==> src/hdl/tad_pkg.sv <==
package tad_pkg;

   localparam logic [7:0] BYTE_BS    = 8'h08;
   localparam logic [7:0] BYTE_DEL   = 8'h7F;
   localparam logic [7:0] BYTE_ESC   = 8'h1B;
   localparam logic [7:0] BYTE_CTRC  = 8'h03;
   localparam logic [7:0] BYTE_SPACE = 8'h20;
   localparam logic [7:0] BYTE_TILDE = 8'h7E;
   localparam logic [7:0] BYTE_LBRK  = 8'h5B;  // '['
   localparam logic [7:0] BYTE_UCO   = 8'h4F;  // 'O'
   localparam logic [7:0] BYTE_UCA   = 8'h41;  // 'A'
   localparam logic [7:0] BYTE_UCB   = 8'h42;
   localparam logic [7:0] BYTE_UCC   = 8'h43;
   localparam logic [7:0] BYTE_UCD   = 8'h44;

   localparam logic [7:0] OPT_ECHO = 8'd1;
   localparam logic [7:0] OPT_SGA  = 8'd3;

   localparam logic [7:0] TN_BRK  = 8'd243;
   localparam logic [7:0] TN_IP   = 8'd244;
   localparam logic [7:0] TN_EC   = 8'd247;
   localparam logic [7:0] TN_EL   = 8'd248;
   localparam logic [7:0] TN_WILL = 8'd251;
   localparam logic [7:0] TN_WONT = 8'd252;
   localparam logic [7:0] TN_DO   = 8'd253;
   localparam logic [7:0] TN_DONT = 8'd254;
   localparam logic [7:0] TN_IAC  = 8'd255;

   // register word index on the configuration port
   localparam logic REG_TELNET_MODE = 1'b0;

   typedef enum logic [3:0] {
      EV_NONE       = 4'd0,
      EV_INSERT     = 4'd1,
      EV_DELETE     = 4'd2,
      EV_CTRL_C     = 4'd3,
      EV_TN_BREAK   = 4'd4,
      EV_ERASE_CHAR = 4'd5,
      EV_ERASE_LINE = 4'd6,
      EV_UP         = 4'd7,
      EV_DOWN       = 4'd8,
      EV_RIGHT      = 4'd9,
      EV_LEFT       = 4'd10,
      EV_REPLY      = 4'd11
   } event_type;

   typedef struct packed {
      event_type  event_res;
      logic [7:0] pass_byte;
      logic [7:0] reply_verb;
      logic [7:0] reply_option;
   } result_type;

endpackage

==> src/hdl/telnet_ansi_key_decoder.sv <==
// Console key decoder: takes one received byte per transaction and returns exactly one
// edit event per byte, in the cycle after it is accepted. A new byte is accepted every
// cycle; the only limit on rate is the single result register, which holds a result until
// rsp_ready takes it and accepts the next byte in the same cycle it drains. ESC always opens
// a sequence, and IAC (255) does so when telnet_mode is set; telnet WILL/DO/WONT/DONT
// requests get a reply verb accepting ECHO and SUPPRESS-GO-AHEAD on WILL/DO, refusing the
// rest. Bytes 0x80 and above outside a sequence pass through with no event. telnet_mode
// is register 0 at byte address 0 and should only be written while the decoder is idle.
module telnet_ansi_key_decoder (
   input  logic       clock,
   input  logic       reset,

   input  logic       req_valid,
   output logic       req_ready,
   input  logic [7:0] req_rx_byte,

   output logic       rsp_valid,
   input  logic       rsp_ready,
   output logic [3:0] rsp_event_res,
   output logic [7:0] rsp_pass_byte,
   output logic [7:0] rsp_reply_verb,
   output logic [7:0] rsp_reply_option,

   input  logic        csr_psel,
   input  logic        csr_penable,
   input  logic        csr_pwrite,
   input  logic [2:0]  csr_paddr,
   input  logic [31:0] csr_pwdata,
   output logic [31:0] csr_prdata,
   output logic        csr_pready
);

   logic                telnet_mode_ff;
   logic [1:0]          seq_count_ff, seq_count_in;
   logic                seq_is_telnet_ff, seq_is_telnet_in;
   logic [7:0]          seq_second_ff, seq_second_in;
   logic                rsp_valid_ff;
   tad_pkg::result_type rsp_ff, rsp_in;
   logic                accept;
   logic                csr_write;
   logic                lead;

   assign csr_pready = 1'b1;
   assign csr_write  = csr_psel && csr_penable && csr_pwrite && csr_pready;
   assign csr_prdata = (csr_paddr[2] == tad_pkg::REG_TELNET_MODE) ?
                       {31'd0, telnet_mode_ff} : 32'd0;

   assign req_ready = !rsp_valid_ff || rsp_ready;
   assign accept    = req_valid && req_ready;

   assign lead = (req_rx_byte == tad_pkg::BYTE_ESC) ||
                 (telnet_mode_ff && (req_rx_byte == tad_pkg::TN_IAC));

   always_comb begin
      logic [7:0] b;
      logic       ok;
      b                = req_rx_byte;
      ok               = (b == tad_pkg::OPT_ECHO) || (b == tad_pkg::OPT_SGA);
      seq_count_in     = seq_count_ff;
      seq_is_telnet_in = seq_is_telnet_ff;
      seq_second_in    = seq_second_ff;
      rsp_in.event_res    = tad_pkg::EV_NONE;
      rsp_in.pass_byte    = 8'd0;
      rsp_in.reply_verb   = 8'd0;
      rsp_in.reply_option = 8'd0;

      if (lead) begin
         seq_is_telnet_in = (b == tad_pkg::TN_IAC);
         seq_count_in     = 2'd1;
      end else if (seq_count_ff != 2'd0 && seq_is_telnet_ff) begin
         if (seq_count_ff == 2'd1) begin
            seq_second_in = b;
            if (b inside {tad_pkg::TN_WILL, tad_pkg::TN_WONT,
                          tad_pkg::TN_DO, tad_pkg::TN_DONT}) begin
               seq_count_in = 2'd2;
            end else begin
               seq_count_in = 2'd0;
               if (b inside {tad_pkg::TN_BRK, tad_pkg::TN_IP})
                  rsp_in.event_res = tad_pkg::EV_TN_BREAK;
               else if (b == tad_pkg::TN_EC)
                  rsp_in.event_res = tad_pkg::EV_ERASE_CHAR;
               else if (b == tad_pkg::TN_EL)
                  rsp_in.event_res = tad_pkg::EV_ERASE_LINE;
            end
         end else begin
            // count of 3 cannot occur; it is handled as the last byte
            seq_count_in        = 2'd0;
            rsp_in.event_res    = tad_pkg::EV_REPLY;
            rsp_in.reply_option = b;
            case (seq_second_ff)
               tad_pkg::TN_WILL: rsp_in.reply_verb = ok ? tad_pkg::TN_DO : tad_pkg::TN_DONT;
               tad_pkg::TN_DO:   rsp_in.reply_verb = ok ? tad_pkg::TN_WILL : tad_pkg::TN_WONT;
               tad_pkg::TN_WONT: rsp_in.reply_verb = tad_pkg::TN_DONT;
               default:          rsp_in.reply_verb = tad_pkg::TN_WONT;
            endcase
         end
      end else if (seq_count_ff != 2'd0) begin
         if (seq_count_ff == 2'd1) begin
            seq_second_in = b;
            seq_count_in  = 2'd2;
         end else begin
            seq_count_in = 2'd0;
            if (seq_second_ff inside {tad_pkg::BYTE_LBRK, tad_pkg::BYTE_UCO}) begin
               case (b)
                  tad_pkg::BYTE_UCA: rsp_in.event_res = tad_pkg::EV_UP;
                  tad_pkg::BYTE_UCB: rsp_in.event_res = tad_pkg::EV_DOWN;
                  tad_pkg::BYTE_UCC: rsp_in.event_res = tad_pkg::EV_RIGHT;
                  tad_pkg::BYTE_UCD: rsp_in.event_res = tad_pkg::EV_LEFT;
                  default:           rsp_in.event_res = tad_pkg::EV_NONE;
               endcase
            end
         end
      end else begin
         rsp_in.pass_byte = b;
         if (b inside {tad_pkg::BYTE_BS, tad_pkg::BYTE_DEL})
            rsp_in.event_res = tad_pkg::EV_DELETE;
         else if (b == tad_pkg::BYTE_CTRC)
            rsp_in.event_res = tad_pkg::EV_CTRL_C;
         else if (b inside {[tad_pkg::BYTE_SPACE : tad_pkg::BYTE_TILDE]})
            rsp_in.event_res = tad_pkg::EV_INSERT;
      end
   end

   always_ff @(posedge clock) begin
      if (reset) begin
         telnet_mode_ff   <= 1'b0;
         seq_count_ff     <= 2'd0;
         seq_is_telnet_ff <= 1'b0;
         seq_second_ff    <= 8'd0;
         rsp_valid_ff     <= 1'b0;
      end else begin
         if (csr_write && csr_paddr[2] == tad_pkg::REG_TELNET_MODE)
            telnet_mode_ff <= csr_pwdata[0];
         if (accept) begin
            seq_count_ff     <= seq_count_in;
            seq_is_telnet_ff <= seq_is_telnet_in;
            seq_second_ff    <= seq_second_in;
         end
         if (accept)
            rsp_valid_ff <= 1'b1;
         else if (rsp_ready)
            rsp_valid_ff <= 1'b0;
      end
   end

   always_ff @(posedge clock) begin
      if (accept)
         rsp_ff <= rsp_in;
   end

   assign rsp_valid        = rsp_valid_ff;
   assign rsp_event_res    = rsp_ff.event_res;
   assign rsp_pass_byte    = rsp_ff.pass_byte;
   assign rsp_reply_verb   = rsp_ff.reply_verb;
   assign rsp_reply_option = rsp_ff.reply_option;

   a_pass_through: assert property (@(posedge clock) disable iff (reset)
      accept && !lead && seq_count_ff == 2'd0 |=>
         rsp_valid && rsp_pass_byte == $past(req_rx_byte))
      else $error("byte outside a sequence not passed through");

   a_lead_opens: assert property (@(posedge clock) disable iff (reset)
      accept && lead |=> seq_count_ff == 2'd1 && rsp_event_res == tad_pkg::EV_NONE)
      else $error("lead byte did not open a sequence");

   a_verb_only_on_reply: assert property (@(posedge clock) disable iff (reset)
      rsp_valid && rsp_event_res != tad_pkg::EV_REPLY |-> rsp_reply_verb == 8'd0)
      else $error("reply verb set without a reply event");

   a_count_range: assert property (@(posedge clock) disable iff (reset)
      seq_count_ff != 2'd3)
      else $error("sequence count out of range");

endmodule

==> config.mk <==
export PLATFORM = sky130hd
export DESIGN_NAME = telnet_ansi_key_decoder
export DESIGN_NICKNAME = d
export VERILOG_FILES = /design/src/hdl/tad_pkg.sv /design/src/hdl/telnet_ansi_key_decoder.sv
export SDC_FILE = /design/constraint.sdc
export NUM_CORES = 1
export LEC_CHECK = 0
export ABC_AREA = 1
export CORE_ASPECT_RATIO = 0.5
export CORE_MARGIN = 2
export CORE_UTILIZATION = 60
export CTS_CLUSTER_SIZE = 16
export DETAILED_ROUTE_END_ITERATION = 16
export DONT_BUFFER_PORTS = 1
export PLACE_DENSITY = 0.76
export SETUP_SLACK_MARGIN = 0.1
export SLEW_MARGIN = 20
export SYNTH_ARGS = -nofsm -noshare
export SYNTH_HDL_FRONTEND = slang
export SYNTH_SLANG_ARGS = --single-unit
==> constraint.sdc <==
create_clock -name clock -period 2.1 [get_ports clock]
set_input_delay 0.105 -clock clock [delete_from_list [all_inputs] [get_ports clock]]
set_output_delay 0.105 -clock clock [all_outputs]
set_load 0.05 [all_outputs]
# Yosys cells after proc, flatten, opt, wreduce, memory -nomap -nowiden
# Index checks and enable logic that the tools add are counted.
# Widths: inputs -> output; s select.
[op_classes]
n_addsub = 0
n_mul = 0
div_mod_pow = 0
n_lt_le_gt_ge = 2
n_eq_ne = 24
shifts = 0
muxes = 28
bitwise_logic = 3
n_reduce_logical = 24
[ops]
columns = ["cell", "count"]
rows = [
  ["$eq 8x8->1 const B", 12],
  ["$eq 8x7->1 const B", 7],
  ["$mux 4", 7],
  ["$mux 8", 3],
  ["$pmux 4 s4", 1],
  ["$mux 3", 5],
  ["$mux 2", 7],
  ["$reduce_bool 2->1", 6],
  ["$pmux 3 s3", 1],
  ["$eq 8x1->1 const B", 1],
  ["$eq 8x2->1 const B", 1],
  ["$eq 8x4->1 const B", 1],
  ["$eq 8x5->1 const B", 1],
  ["$ge 8x6->1 const B", 1],
  ["$le 8x7->1 const B", 1],
  ["$logic_and 1x1->1", 7],
  ["$reduce_or 3->1", 2],
  ["$mux 1", 4],
  ["$reduce_and 2->1", 2],
  ["$reduce_bool 4->1", 1],
  ["$logic_or 1x1->1", 3],
  ["$not 1->1", 3],
  ["$reduce_and 3->1", 1],
  ["$reduce_bool 3->1", 1],
  ["other kinds (2)", 2],
]
[word_totals]
ff_bits = 41
latchBits = 0
ram_bits = 0
mem_bits_ro = 0
input_bits = 50
out_inout_bits = 63
elab_cells = 90
memories = 0

# Longest topological paths before layout
[depth]
word_depth = 7
mapped_depth = 10
depth_no_buf = 10

# Worst setup path before layout
# No wires, ideal clock.
[synth_path]
path_type = "flip-flop to flip-flop"
startpoint = "register rsp_valid_ff (netlist: rsp_valid)"
endpoint = "register seq_second_ff[1]"
setup_ns = 0.113
arrival_time_ns = 1.702
t_required_ns = 1.987
path_slack_ns = 0.285
path_stages_with_launch = 6
n_path_buf = 1
period_less_slack_ns = 1.815
path_cell_list = "dfxtp_1 > a21oi_4 > nand4_2 > buf_6 > nor2_1 > nor2_1"
[synth_via]
elab_chain_len = 4
[synth_rtl]
columns = ["item", "line", "source"]
rows = [
  ["from (decl)", "telnet_ansi_key_decoder.sv:37", "logic rsp_valid_ff;"],
  ["from (signal assigned)", "telnet_ansi_key_decoder.sv:130", "rsp_valid_ff <= 1'b0;"],
  ["from (signal assigned)", "telnet_ansi_key_decoder.sv:140", "rsp_valid_ff <= 1'b1;"],
  ["from (signal assigned)", "telnet_ansi_key_decoder.sv:142", "rsp_valid_ff <= 1'b0;"],
  ["$logic_not 1->1", "telnet_ansi_key_decoder.sv:48", "assign req_ready = !rsp_valid_ff || rsp_ready;"],
  ["$logic_or 1x1->1", "telnet_ansi_key_decoder.sv:48", ""],
  ["$logic_and 1x1->1", "telnet_ansi_key_decoder.sv:49", "assign accept = req_valid && req_ready;"],
  ["net accept", "telnet_ansi_key_decoder.sv:39", "logic accept;"],
  ["$reduce_and 3->1 (no line)", "-", ""],
  ["to (signal assigned)", "telnet_ansi_key_decoder.sv:137", "seq_second_ff <= seq_second_in;"],
  ["to (decl)", "telnet_ansi_key_decoder.sv:36", "logic [7:0] seq_second_ff, seq_second_in;"],
]
# The timed path passes the listed nets, and every way through them passes these cells.
# A chain may end at the register's enable or synchronous reset.

# Final worst setup path
[layout_path]
startpoint = "register rsp_valid_ff (netlist: rsp_valid)"
endpoint = "output req_ready"
[layout_via]
elab_chain_len = 2
[layout_rtl]
columns = ["item", "line", "source"]
rows = [
  ["$logic_not 1->1", "telnet_ansi_key_decoder.sv:48", ""],
  ["$logic_or 1x1->1", "telnet_ansi_key_decoder.sv:48", ""],
  ["to (decl)", "telnet_ansi_key_decoder.sv:14", "output logic req_ready,"],
]
# No other way between the ends.

==> metrics.cfg <==
[status]
outcome=complete, no violations

[clocking]
clk_pin_slew_ns=0.07
cts_setup_buffers=0
cts_tree=yes
postCtsResizedCells=0
clock_latency_ns=0.29
hold_buffers=9
cts_buffers=5
clockBufferDepth=2
root_buffer=clkbuf_8
htree_levels=2
cts_sinks=37

[finish]
fin_util_pct=66.6
nFillCells=286
nNetsFinal=331
syn_to_final_growth_pct=6.21
n_antenna_cell=0
drive_gt1_share_pct=11.7

[pwr]
leakage_uw=0.00103
vdd_ir_drop_max_v=0.000286
power_density_nw_per_um2=783
fin_total_pwr_uw=1790

[critical_path]
crit_arrival_ns=1.49
critPathLaunch=rsp_valid$_SDFFE_PP0P_
max_stage_delay_ns=0.71
ff2ff_path_depth=2
slowest_stage=dfxtp_1
start_kind=flop
endpoint_kind=output pin
cp_num_buf_inv=0
path_depth=1
endpoint=req_ready
path_cells=nand2_1
required_ns=2.00
timing.rr.end=rsp_valid$_SDFFE_PP0P_
crit_family=flip-flops
crit-reg2reg-launch=rsp_valid$_SDFFE_PP0P_
reg2reg_slack_ns=0.57
critical_path.max_fanout=3
path_class=reg2out

[detailed_routing]
drc=0
wirelength_um=3940
vias=1637
ant_nets=0
dr.pass1.iters=4
viasPerCell=4.92
drt_iter0_markers=102
avgRoutedWirePerCell_um=11.8

[yosys]
synthArstFlopShare_pct=0
synthFlopType=edfxtp_1
synthCells=268
synth_common_cells=57 x nand2_1, 43 x nor2_1, 36 x buf_4
synth_top_area_share_pct=33.4
synth_top_area_cell=edfxtp_1
ys_seq_elements=37
synth_cell_types=25
ys_top_cells_by_area=edfxtp_1 33%, buf_4 13%, dfxtp_1 12%
ys_warn_count=0
syn_area_um2=2150
synth_edf_count=24
seq_area_frac_synth_pct=45.5
avgSynthCellArea_um2=8.04
synth_most_common_cell=nand2_1

[global_route]
grt_overflow=0
grt_pass1_vias=1350
antenna_found_initial=0
grt.total_usage_pct=20.3
grt_max_degree=19
grt_pass1_wl_um=6070

[run]
max-cap-violations=0

[die]
die_w_um=88.7
dieArea_um2=4120
start_util_pct=62.7
placementRows=15
die_h_um=46.4
ioPinCount=113
core_area_um2=3430

[sta]
final.setup.worst_slack_ns=0.505
hold_viol=0
fin_crit_sh_pct=75.9
hold_ws_ns=0.00712
slew_headroom_pct=59.1
worstMarginPinSlew_ns=0.612
clock_skew_ns=0.00508
rsz0062_at_grt=false
slew_viol_final=0
fmax_mhz=627
setup_viol=0
fin_crit_ns=1.59
fin_setup_tns_ns=0

[placement]
place_hpwl_um=2920
portBuffers=0
gp_congestion=0.871
dp_slack_ns=0.622

[hold_path]
holdCritPathClass=in2reg

==> worst min-delay path by stage <==
| stage | start | endpoint | slack, ns | cells past startpoint |
|---|---|---|---|---|
| floorplan | reset | rsp_valid$_SDFFE_PP0P_ | 0.17 | 1 |
| global placement | reset | rsp_valid$_SDFFE_PP0P_ | 0.18 | 1 |
| detailed placement | reset | rsp_valid$_SDFFE_PP0P_ | 0.18 | 1 |
| CTS | csr_penable | telnet_mode_ff$_SDFFE_PP0P_ | 0.004 | 2 |
| global route | req_valid | rsp_valid$_SDFFE_PP0P_ | 0.03 | 2 |
| finish | csr_penable | telnet_mode_ff$_SDFFE_PP0P_ | 0.007 | 2 |
==> cell families (layout without fill, tap and decap cells) <==
group | count (synthesis) | count (layout) | synth area share (%)
flops | 37 | 37 | 45.5
buf+inv | 71 | 55 | 19.3
simple gates | 139 | 139 | 29.6
compound gates | 19 | 19 | 5.23
other cells | 2 | 32 | 0.349
==> report_power, final <==
group / total (uW) / internal (uW) / switching, uW
Combinational: 269 / 44.4 / 225
Sequential: 924 / 815 / 109
Clock: 599 / 349 / 250
Total: 1790 / 1210 / 584
==> layout by cell type, fill, tap and decap left out <==
master         Yosys  final
a21oi_4            1      1
nand2_1           57     57
nor2_4             1      1
o21ai_2            1      1
nand2_2            1      1
nand4_1            8      8
nand3_1            6      6
nor3_4             1      1
and2_1             2      2
a21oi_1           10     10
conb_1             2     32
inv_1             30     30
buf_4             36      4
nand3_2            2      2
o211ai_1           1      1
dlygate4sd3_1      0      9
nor2_1            43     43
clkinv_1           0      1
nor2_2            10     10
o21ai_0            6      6
edfxtp_1          24     24
clkinvlp_4         0      1
nor3_1             5      5
buf_12             0      1
inv_2              3      3
clkbuf_8           0      5
nand3b_1           2      2
dfxtp_1           13     13
bufinv_16          0      1
nand4_2            1      1
==> metal layers <==
metal  routed length [um]  global-route usage, %  vias up
li1                     -                      -      809
met1                 1710                   27.4      733
met2                 1720                   30.6       88
met3                  462                   6.09        7
met4                   48                   9.09        0
met5                    0                      0        -
==> area by class of cell <==
type	count	area, um2	share of cell area (%)
inverters	33	124	5.41
well taps	51	63.8	2.79
clock inverters	3	41.3	1.80
multi-input cells	190	870	38.0
flip-flops and latches	37	981	42.9
repair buffers	14	140	6.12
clock buffers	5	68.8	3.01
==> state kept, by name (all words and copies together), names as in the netlist <==
signal,cells
rsp_pass_byte,8
rsp_reply_option,8
seq_second_ff,8
rsp_event_res,4
rsp_reply_verb,4
seq_count_ff,2
rsp_valid,1
seq_is_telnet_ff,1
telnet_mode_ff,1
==> per-stage QoR <==
step,instances,instance area (um2)
2_1_floorplan,298,2270
3_3_place_gp,316,2090
3_5_place_dp,316,2090
4_1_cts,333,2290
5_1_grt,333,2290
6_report,333,2290
Note: power is estimated with default switching activity, not from simulation.
